==> config.mk <==
export PLATFORM = sky130hd
export DESIGN_NAME = path_contour_segment_extractor_core
export DESIGN_NICKNAME = d
export VERILOG_FILES = /design/src/rtl/core/pcse_pkg.sv /design/src/rtl/core/path_contour_segment_extractor_core.sv
export SDC_FILE = /design/constraint.sdc
export NUM_CORES = 2
export LEC_CHECK = 0
export BUFFER_PORTS_ARGS = -buffer_cell sky130_fd_sc_hd__clkbuf_2
export CAP_MARGIN = 20
export CORE_MARGIN = 1
export CORE_UTILIZATION = 45
export CTS_CLUSTER_SIZE = 40
export DETAILED_ROUTE_END_ITERATION = 10
export GPL_TIMING_DRIVEN = 0
export SETUP_SLACK_MARGIN = 0.05
export SLEW_MARGIN = 20
export SYNTH_ARGS = -nofsm -noshare
export SYNTH_HDL_FRONTEND = slang
export SYNTH_SLANG_ARGS = --single-unit
==> constraint.sdc <==
create_clock -name clk -period 6.94 [get_ports clk]
set_input_delay 0.694 -clock clk [delete_from_list [all_inputs] [get_ports clk]]
set_output_delay 0.694 -clock clk [all_outputs]
set_load 0.01 [all_outputs]
==> src/rtl/core/pcse_pkg.sv <==
`default_nettype none

package pcse_pkg;

	// coordinate words are opaque and pass straight through
	localparam int WordW = 32;

	// result queue, deep enough to take a two-result point without overflowing
	localparam int FifoDepth = 4;
	localparam int PtrW = $clog2(FifoDepth);
	localparam int CntW = PtrW + 1;

	// input point tags
	localparam logic [1:0] PK_ON = 2'd0;
	localparam logic [1:0] PK_CA = 2'd1;
	localparam logic [1:0] PK_CB = 2'd2;

	typedef enum logic [2:0] {
		PH_EMPTY = 3'd0,
		PH_ON    = 3'd1,
		PH_CA    = 3'd2,
		PH_CB    = 3'd3,
		PH_DEAD  = 3'd4
	} phase_t;

	typedef enum logic [1:0] {
		SK_LINE  = 2'd0,
		SK_QUAD  = 2'd1,
		SK_CUBIC = 2'd2,
		SK_ERROR = 2'd3
	} seg_kind_t;

	typedef struct packed {
		seg_kind_t         kind;
		logic [WordW-1:0]  from_x;
		logic [WordW-1:0]  from_y;
		logic [WordW-1:0]  ca_x;
		logic [WordW-1:0]  ca_y;
		logic [WordW-1:0]  cb_x;
		logic [WordW-1:0]  cb_y;
		logic [WordW-1:0]  to_x;
		logic [WordW-1:0]  to_y;
		logic              closes;
		logic              last;
	} seg_rec_t;

	localparam seg_rec_t SEG_NONE = '{
		kind: SK_ERROR, from_x: '0, from_y: '0, ca_x: '0, ca_y: '0,
		cb_x: '0, cb_y: '0, to_x: '0, to_y: '0, closes: 1'b0, last: 1'b0
	};

endpackage

`default_nettype wire

==> src/rtl/core/path_contour_segment_extractor_core.sv <==
`default_nettype none

// Contour segment extractor.
// Point channel (point_valid / point_stall): one contour point per transfer,
// tagged on-curve, first control or second control, with end_of_contour on
// the contour's last point. Segment channel (seg_valid / seg_stall): line,
// quadratic and cubic segments, a closing line marked closes_contour, or a
// malformed-contour marker (seg_kind 3). last_of_run flags the final result
// caused by a point. Config channel (cfg_valid / cfg_ready): force_close,
// always ready; write only while the block is idle.
// A result is queued the cycle after its point transfers and is presented
// once earlier results drain. Throughput: one point per cycle while
// point_stall is low. Results drain through a four-entry queue at one per
// cycle while seg_stall is low; a two-result point (segment plus closing
// line) queues both. point_stall rises while three or more are queued.
// Reset: queue empty, awaiting a contour's first point, force_close cleared.
// A stalled receiver holds the head result steady; the queue fills and then
// stalls the point side.

module path_contour_segment_extractor_core (
	input  logic        clk,
	input  logic        arst_n,
	input  logic        cfg_valid,
	output logic        cfg_ready,
	input  logic        force_close,
	input  logic        point_valid,
	output logic        point_stall,
	input  logic [31:0] point_x,
	input  logic [31:0] point_y,
	input  logic [1:0]  point_kind,
	input  logic        end_of_contour,
	input  logic        contour_closed,
	output logic        seg_valid,
	input  logic        seg_stall,
	output logic [1:0]  seg_kind,
	output logic [31:0] from_x,
	output logic [31:0] from_y,
	output logic [31:0] ctrl_a_x,
	output logic [31:0] ctrl_a_y,
	output logic [31:0] ctrl_b_x,
	output logic [31:0] ctrl_b_y,
	output logic [31:0] to_x,
	output logic [31:0] to_y,
	output logic        closes_contour,
	output logic        last_of_run
);

	// contour state
	logic                         force_close_q;
	logic [pcse_pkg::WordW-1:0]   first_x_q, first_y_q;
	logic [pcse_pkg::WordW-1:0]   start_x_q, start_y_q;
	logic [2*pcse_pkg::WordW-1:0] held_a_q, held_b_q;
	pcse_pkg::phase_t             phase_q;
	logic                         more_q;

	logic [pcse_pkg::WordW-1:0]   first_x_n, first_y_n;
	logic [pcse_pkg::WordW-1:0]   start_x_n, start_y_n;
	logic [2*pcse_pkg::WordW-1:0] held_a_n, held_b_n;
	pcse_pkg::phase_t             phase_n;
	logic                         more_n;

	// results of the current point
	pcse_pkg::seg_rec_t seg_r, tail_r, first_r;
	logic               seg_v, tail_v;
	logic [1:0]         n_res;

	// result queue
	pcse_pkg::seg_rec_t             fifo_q [pcse_pkg::FifoDepth];
	logic [pcse_pkg::PtrW-1:0]      wr_ptr_q, rd_ptr_q;
	logic [pcse_pkg::CntW-1:0]      cnt_q;
	pcse_pkg::seg_rec_t             head;
	logic                           take, pop;

	assign cfg_ready   = 1'b1;
	assign take        = point_valid && !point_stall;
	assign pop         = seg_valid && !seg_stall;
	assign point_stall = cnt_q > pcse_pkg::CntW'(pcse_pkg::FifoDepth - 2);

	always_ff @(posedge clk or negedge arst_n) begin
		if (!arst_n) begin
			force_close_q <= 1'b0;
		end else if (cfg_valid && cfg_ready) begin
			force_close_q <= force_close;
		end
	end

	// segment grouping for one point
	always_comb begin
		first_x_n = first_x_q;
		first_y_n = first_y_q;
		start_x_n = start_x_q;
		start_y_n = start_y_q;
		held_a_n  = held_a_q;
		held_b_n  = held_b_q;
		phase_n   = phase_q;
		more_n    = more_q;
		seg_r     = pcse_pkg::SEG_NONE;
		tail_r    = pcse_pkg::SEG_NONE;
		seg_v     = 1'b0;
		tail_v    = 1'b0;

		unique case (phase_q)
			pcse_pkg::PH_ON: begin
				more_n = 1'b1;
				case (point_kind)
					pcse_pkg::PK_ON: begin
						seg_v       = 1'b1;
						seg_r.kind  = pcse_pkg::SK_LINE;
						seg_r.from_x = start_x_q;
						seg_r.from_y = start_y_q;
						seg_r.to_x  = point_x;
						seg_r.to_y  = point_y;
						start_x_n   = point_x;
						start_y_n   = point_y;
					end
					pcse_pkg::PK_CA: begin
						held_a_n = {point_y, point_x};
						phase_n  = pcse_pkg::PH_CA;
					end
					default: begin
						seg_v   = 1'b1;
						phase_n = pcse_pkg::PH_DEAD;
					end
				endcase
			end
			pcse_pkg::PH_CA: begin
				more_n = 1'b1;
				case (point_kind)
					pcse_pkg::PK_ON: begin
						seg_v        = 1'b1;
						seg_r.kind   = pcse_pkg::SK_QUAD;
						seg_r.from_x = start_x_q;
						seg_r.from_y = start_y_q;
						seg_r.ca_x   = held_a_q[pcse_pkg::WordW-1:0];
						seg_r.ca_y   = held_a_q[2*pcse_pkg::WordW-1:pcse_pkg::WordW];
						seg_r.to_x   = point_x;
						seg_r.to_y   = point_y;
						start_x_n    = point_x;
						start_y_n    = point_y;
						phase_n      = pcse_pkg::PH_ON;
					end
					pcse_pkg::PK_CB: begin
						held_b_n = {point_y, point_x};
						phase_n  = pcse_pkg::PH_CB;
					end
					default: begin
						seg_v   = 1'b1;
						phase_n = pcse_pkg::PH_DEAD;
					end
				endcase
			end
			pcse_pkg::PH_CB: begin
				more_n = 1'b1;
				if (point_kind == pcse_pkg::PK_ON) begin
					seg_v        = 1'b1;
					seg_r.kind   = pcse_pkg::SK_CUBIC;
					seg_r.from_x = start_x_q;
					seg_r.from_y = start_y_q;
					seg_r.ca_x   = held_a_q[pcse_pkg::WordW-1:0];
					seg_r.ca_y   = held_a_q[2*pcse_pkg::WordW-1:pcse_pkg::WordW];
					seg_r.cb_x   = held_b_q[pcse_pkg::WordW-1:0];
					seg_r.cb_y   = held_b_q[2*pcse_pkg::WordW-1:pcse_pkg::WordW];
					seg_r.to_x   = point_x;
					seg_r.to_y   = point_y;
					start_x_n    = point_x;
					start_y_n    = point_y;
					phase_n      = pcse_pkg::PH_ON;
				end else begin
					seg_v   = 1'b1;
					phase_n = pcse_pkg::PH_DEAD;
				end
			end
			pcse_pkg::PH_DEAD: begin
			end
			default: begin
				// first point of a contour
				more_n = 1'b0;
				if (point_kind == pcse_pkg::PK_ON) begin
					first_x_n = point_x;
					first_y_n = point_y;
					start_x_n = point_x;
					start_y_n = point_y;
					phase_n   = pcse_pkg::PH_ON;
				end else begin
					seg_v   = 1'b1;
					phase_n = pcse_pkg::PH_DEAD;
				end
			end
		endcase

		if (end_of_contour) begin
			if (phase_n == pcse_pkg::PH_ON) begin
				if ((contour_closed || force_close_q) && more_n) begin
					tail_v        = 1'b1;
					tail_r.kind   = pcse_pkg::SK_LINE;
					tail_r.from_x = start_x_n;
					tail_r.from_y = start_y_n;
					tail_r.to_x   = first_x_n;
					tail_r.to_y   = first_y_n;
					tail_r.closes = 1'b1;
				end
			end else if (phase_n == pcse_pkg::PH_CA || phase_n == pcse_pkg::PH_CB) begin
				// trailing control points
				tail_v = 1'b1;
			end
			phase_n = pcse_pkg::PH_EMPTY;
			more_n  = 1'b0;
		end

		n_res       = {1'b0, seg_v} + {1'b0, tail_v};
		first_r     = seg_v ? seg_r : tail_r;
		first_r.last = (n_res == 2'd1);
		tail_r.last = 1'b1;
	end

	always_ff @(posedge clk or negedge arst_n) begin
		if (!arst_n) begin
			first_x_q <= '0;
			first_y_q <= '0;
			start_x_q <= '0;
			start_y_q <= '0;
			held_a_q  <= '0;
			held_b_q  <= '0;
			phase_q   <= pcse_pkg::PH_EMPTY;
			more_q    <= 1'b0;
		end else if (take) begin
			first_x_q <= first_x_n;
			first_y_q <= first_y_n;
			start_x_q <= start_x_n;
			start_y_q <= start_y_n;
			held_a_q  <= held_a_n;
			held_b_q  <= held_b_n;
			phase_q   <= phase_n;
			more_q    <= more_n;
		end
	end

	// result queue storage
	always_ff @(posedge clk) begin
		if (take && n_res != 2'd0) begin
			fifo_q[wr_ptr_q] <= first_r;
		end
		if (take && n_res == 2'd2) begin
			fifo_q[pcse_pkg::PtrW'(wr_ptr_q + 1'b1)] <= tail_r;
		end
	end

	always_ff @(posedge clk or negedge arst_n) begin
		if (!arst_n) begin
			wr_ptr_q <= '0;
			rd_ptr_q <= '0;
			cnt_q    <= '0;
		end else begin
			if (take) begin
				wr_ptr_q <= pcse_pkg::PtrW'(wr_ptr_q + n_res);
			end
			if (pop) begin
				rd_ptr_q <= pcse_pkg::PtrW'(rd_ptr_q + 1'b1);
			end
			cnt_q <= pcse_pkg::CntW'(cnt_q + (take ? pcse_pkg::CntW'(n_res) : '0)
				- (pop ? pcse_pkg::CntW'(1) : '0));
		end
	end

	assign head           = fifo_q[rd_ptr_q];
	assign seg_valid      = cnt_q != '0;
	assign seg_kind       = head.kind;
	assign from_x         = head.from_x;
	assign from_y         = head.from_y;
	assign ctrl_a_x       = head.ca_x;
	assign ctrl_a_y       = head.ca_y;
	assign ctrl_b_x       = head.cb_x;
	assign ctrl_b_y       = head.cb_y;
	assign to_x           = head.to_x;
	assign to_y           = head.to_y;
	assign closes_contour = head.closes;
	assign last_of_run    = head.last;

	// queue never overfills
	a_cnt_bound: assert property (@(posedge clk) disable iff (!arst_n)
		cnt_q <= pcse_pkg::CntW'(pcse_pkg::FifoDepth))
		else $error("result queue overflow");

	// a contour's last point always rearms the grouping
	a_eoc_rearm: assert property (@(posedge clk) disable iff (!arst_n)
		take && end_of_contour |=> phase_q == pcse_pkg::PH_EMPTY)
		else $error("phase not cleared after end of contour");

	// closing line is a line and ends its run
	a_close_line: assert property (@(posedge clk) disable iff (!arst_n)
		seg_valid && closes_contour |-> seg_kind == pcse_pkg::SK_LINE && last_of_run)
		else $error("closing line malformed");

	// error marker carries no coordinates
	a_err_zero: assert property (@(posedge clk) disable iff (!arst_n)
		seg_valid && seg_kind == pcse_pkg::SK_ERROR |->
			from_x == '0 && to_y == '0 && ctrl_a_x == '0 && ctrl_b_y == '0 && !closes_contour)
		else $error("error result carries data");

endmodule

`default_nettype wire
==> After elaboration in Yosys (flattened, before gate mapping) <==
Memories as Yosys holds them, arrays and structs flattened.
Index checks and enable logic that the tools add are counted.
{ "classes": {"n_addsub": 6, "n_lt_le_gt_ge": 1, "eq_ne": 11, "muxes": 44, "n_reduce_logical": 17} }
{ "op_table": {"columns": ["cell", "n"], "rows": [
  ["66-bit two-way mux", 4],
  ["260-bit two-way mux", 1],
  ["257-bit two-way mux", 1],
  ["32-bit two-way mux", 8],
  ["64-bit one-hot mux with 2 select lines", 2],
  ["66-bit one-hot mux with 3 select lines", 1],
  ["65-bit two-way mux", 3],
  ["130-bit two-way mux", 1],
  ["64-bit two-way mux", 2],
  ["1-bit two-way mux", 13],
  ["3-bit by 2-bit equality test with 1-bit output (second input constant)", 4],
  ["3-bit one-hot mux with 2 select lines", 2],
  ["3-bit one-hot mux with 3 select lines", 1],
  ["3-bit by 1-bit equality test with 1-bit output (second input constant)", 2],
  ["3-bit two-way mux", 2],
  ["3-bit AND reduction", 2],
  ["1-bit logical AND", 5],
  ["2-bit by 1-bit adder with 2-bit output (second input constant)", 2],
  ["2-bit by 1-bit equality test with 1-bit output (second input constant)", 2],
  ["2-bit equality test (second input constant)", 2],
  ["1-bit one-hot mux with 4 select lines", 1],
  ["4-bit OR reduction", 1],
  ["3-bit by 2-bit adder with 3-bit output", 1],
  ["3-bit equality test (second input constant)", 1],
  ["13 further kinds", 15]
]} }
{ "word_totals": {"ff_bits": 268, "ramBits": 1040, "inputBits": 74, "wordCells": 92, "memories": 1} }
{ "memory_table": {"columns": ["memory", "depth", "word_bits", "rd", "rd_clocked_by_memory_dff", "wr", "line_no", "source"], "rows": [
  ["fifo_q", 4, 260, 1, 0, 2, "path_contour_segment_extractor_core.sv:68", "pcse_pkg::seg_rec_t fifo_q [pcse_pkg::FifoDepth];"]
]} }

==> Longest topological paths before layout <==
{ "logic_depth": {"ltp_word": 13, "depth_mapped": 14, "depth_no_buf": 13} }

==> Least setup slack after synthesis <==
Ideal clock, no wire load.
{ "synth_path": {"kind": "input to register", "from": "in point_kind[1]", "to": "mem fifo_q[1][10] (netlist name) (enable)", "setup_time_ns": 0.484, "arrival_ns": 5.020, "setup_slack_ns": 1.436, "stages": 10, "path_cell_list": "buf_2 > or3b_1 > a21oi_1 > a32oi_1 > ha_1 > buf_2 > nor2b_1 > o2111ai_1 > clkbuf_1 > inv_1"} }
{ "synth_lines": {"columns": ["item", "line_no", "source"], "rows": [
  ["start, declared", "path_contour_segment_extractor_core.sv:30", "input logic [1:0] point_kind,"],
  ["end, declared", "path_contour_segment_extractor_core.sv:68", null]
]} }

==> Final worst setup path <==
{ "layout_path": {"from": "reg rd_ptr_q[1] (netlist name)", "to": "out ctrl_b_x[22]"} }
{ "layout_via": {"elab_chain_len": 1} }
{ "layout_lines": {"columns": ["item", "line_no", "source"], "rows": [
  ["start, declared", "path_contour_segment_extractor_core.sv:69", "logic [pcse_pkg::PtrW-1:0] wr_ptr_q, rd_ptr_q;"],
  ["start signal, assigned", "path_contour_segment_extractor_core.sv:258", "rd_ptr_q <= pcse_pkg::PtrW'(rd_ptr_q + 1'b1);"],
  ["memory 4 x 260 bit", null, null],
  ["end, declared", "path_contour_segment_extractor_core.sv:40", "output logic [31:0] ctrl_b_x,"]
]} }
No other way between the ends.

==> impl_metrics.csv <==
group,metric,value,unit
run_status,outcome,"completed",
clock_network,cts_root_buf,"clkbuf_16",
synth,synth.top_cell.area_share,29.24,%
worst_setup_path,path_class,"reg -> out",
clock_network,cts_setup_buffers,0,
die,pin_count,337,
timing,fin_crit,4.822,ns
synth,synthSimpleGateAreaFrac,3.062,%
flow_run,drv_cap,0,
die,row_count,126,
finish,syn_to_final_growth,15.55,%
clock_network,cts.sinks,1308,
grt,antenna_found_initial,29,
worst_setup_path,cp-start-kind,"flip-flop",
die,die-area,121000,sq um
finish,drive_gt1_share,27.20,%
synth,synthTopCellsByCount,"770 x a22o_1, 524 x edfxtp_1, 516 x dfxtp_1",
synth,synth-xor-area-share,0.1139,%
synth,synth.top_cells.by_area,"edfxtp_1 29%, dfxtp_1 19%, a22o_1 13%, dfrtp_1 12%, mux4_2 11%",
finish,regArea,32770,sq um
finish,final_util,52.59,%
routing,via_per_inst,6.111,
clock_network,cts_tree,"built",
clock_network,postCtsHoldBufs,1,
die,die_h,347.8,um
die,core_area,118200,sq um
place,hpwlAfterDp,116.6,mm
power_and_ir_drop,p_per_area,342.7,nW/um^2
routing,drc,0,
timing,tightest_slew,1.184,ns
synth,synth_cells,3680,
synth,synth_top_family_by_area,"multiplexers",
synth,ys_ff_latch,1308,
clock_network,clkTransAtPathRegs,0.06,ns
finish,fillers,10126,
grt,grt_pass1_wl,244.6,mm
routing,dr.pass1.iters,5,
grt,grt_start_max_net_pins,82,
timing,rsz0062_at_grt,"no",
clock_network,cts_resized,0,
timing,fin_worst_skew,0.02099,ns
clock_network,clock_path_buffers,3,
power_and_ir_drop,power.leakage,23.27,nW
synth,synth_compound_area_share,15.39,%
synth,yosysWarnings,0,
power_and_ir_drop,peakVddDrop,0.2548,mV
synth,synthAdderAreaFrac,0.1767,%
routing,routedWlPerCell,29.06,um
synth,syn_area_per_cell,14.62,sq um
hold_path,hp-class,"in -> reg",
routing,totalWireLength,169.4,mm
synth,async_flop_share,20.49,%
synth,muxShareOfSynthArea,16.26,%
clock_network,h-tree-depth,4,
place,post-place-ws,2.221,ns
die,die_w,347.8,um
synth,ys_seq_area_share,60.89,%
synth,synth.distinct_cells,61,
synth,yosysMostFrequentCell,"a22o_1",
grt,grt-ovfl-total,0,
synth,post-synth-top-area-cell,"edfxtp_1",
routing,drtAntennaViolNets,0,
timing,finalSetupViolations,0,
worst_setup_path,critPathRequiredTime,6.25,ns
timing,slew_viol_final,0,
clock_network,numCtsBuffers,140,
grt,grt_pass1_vias,35035,
timing,finalSetupTns,0,ns
die,initial_core_util,45.52,%
synth,syn_nets,3761,
timing,relSlewSlack,21.06,%
worst_setup_path,worstPathArrival,4.13,ns
place,place_congestion,0.8546,
timing,hold_slack,0.1760,ns
worst_setup_path,critPathMaxFanout,10,
finish,instances_no_fill,5829,
place,io_buffers,332,
timing,finalHoldViolations,0,
worst_setup_path,cp-end-kind,"primary output",
finish,multi_input_area,18840,sq um
synth,synth_edf_count,524,
clock_network,clock_latency,0.76,ns
timing,fmax,207.4,MHz
place,dp_cells,5563,
synth,netlist_area,53820,sq um
timing,min_period_over_period,69.48,%
timing,fin_ws,2.118,ns
synth,synthFlopType,"edfxtp_1",
finish,layout.nets,4252,
routing,vias,35620,
grt,track_usage,27.84,%
routing,drt_first_iter_violations,3099,
==> worst max-delay path, cell delays in order (launching register included) <==
cell and delay (ns):
dfrtp_1 0.32, clkbuf_1 0.86, clkbuf_2 0.74, clkbuf_1 0.76, mux4_2 0.48, clkbuf_2 0.16
==> layer usage <==
metal | global-route usage [%] | routed length [um] | up-vias
li1 | - | - | 15415
met2 | 42.90 | 78350 | 1520
met5 | 0 | 80 | -
met1 | 39.46 | 71700 | 18406
met4 | 9.116 | 4964 | 14
met3 | 5.578 | 14320 | 265
==> state kept, by name (all words and copies together), names as in the netlist <==
register and flops:
start_y_q 32, cnt_q 3, more_q 1, start_x_q 32, first_x_q 32, wr_ptr_q 2, phase_q 3, force_close_q 1
held_a_q 64, rd_ptr_q 2, first_y_q 32, fifo_q 1040, held_b_q 64
==> layout by cell type, fill, tap and decap left out, types with 188 or more instances in the layout <==
| cell | netlist | final |
|---|---|---|
| dfxtp_1 | 516 | 516 |
| clkbuf_2 | 0 | 347 |
| edfxtp_1 | 524 | 524 |
| clkbuf_1 | 218 | 254 |
| mux2_2 | 188 | 188 |
| a22o_1 | 770 | 770 |
| mux4_2 | 260 | 260 |
| o21ai_0 | 260 | 260 |
| dfrtp_1 | 268 | 268 |
| nand2_1 | 324 | 324 |
==> logic make-up after synthesis <==
group                    after synthesis
AO/OA/AOI/OAI                       1062
XOR/XNOR                               7
adder cells (fa/ha/maj)                7
buffers and inverters                399
flip-flops                          1308
multiplexers                         517
other                                  1
AND/OR/NAND/NOR                      379
==> area by class of cell <==
cell class              instances  area share, %
diodes                         10        0.04024
plain buffers                 386          3.505
clock buffers                 222          6.736
clock inverters                32         0.3300
inverters                      13         0.1268
multi-input cells            1973          30.30
flip-flops and latches       1308          52.70
well taps                    1536          3.090
repair buffers                349          3.169
==> power by group <==
| part | total, W | internal, W | switching, W |
|---|---|---|---|
| Combinational | 0.00473 | 0.00192 | 0.00280 |
| Clock | 0.00722 | 0.00414 | 0.00308 |
| Sequential | 0.00937 | 0.00872 | 0.000651 |
| Total | 0.0213 | 0.0148 | 0.00653 |
==> stage by stage <==
stage / area [sq um] / total power [W]
6_report: 62190 / 0.02131
5_1_grt: 62180 / 0.02203
4_1_cts: 62150 / 0.02143
3_5_place_dp: 57740 / 0.01427
3_3_place_gp: 57400 / 0.01424
2_1_floorplan: 53820 / 0.01223
==> final timing paths <==
| path | from | endpoint | slack (ns) | cells after the start |
|---|---|---|---|---|
| setup / recovery | rd_ptr_q[1] | ctrl_b_x[22] | 2.12 | 5 |
| setup reg to reg | phase_q[1] | fifo_q[3][26] | 2.22 | 11 |
| hold reg to reg | fifo_q[2][162] | fifo_q[2][162] | 0.45 | 2 |
| hold / removal | force_close | force_close_q | 0.18 | 2 |
| min in group asynchronous | arst_n | held_b_q[30] | 0.54 | 2 |
| max in group asynchronous | arst_n | held_b_q[60] | 5.43 | 3 |
(Power assumes the default switching activity.)
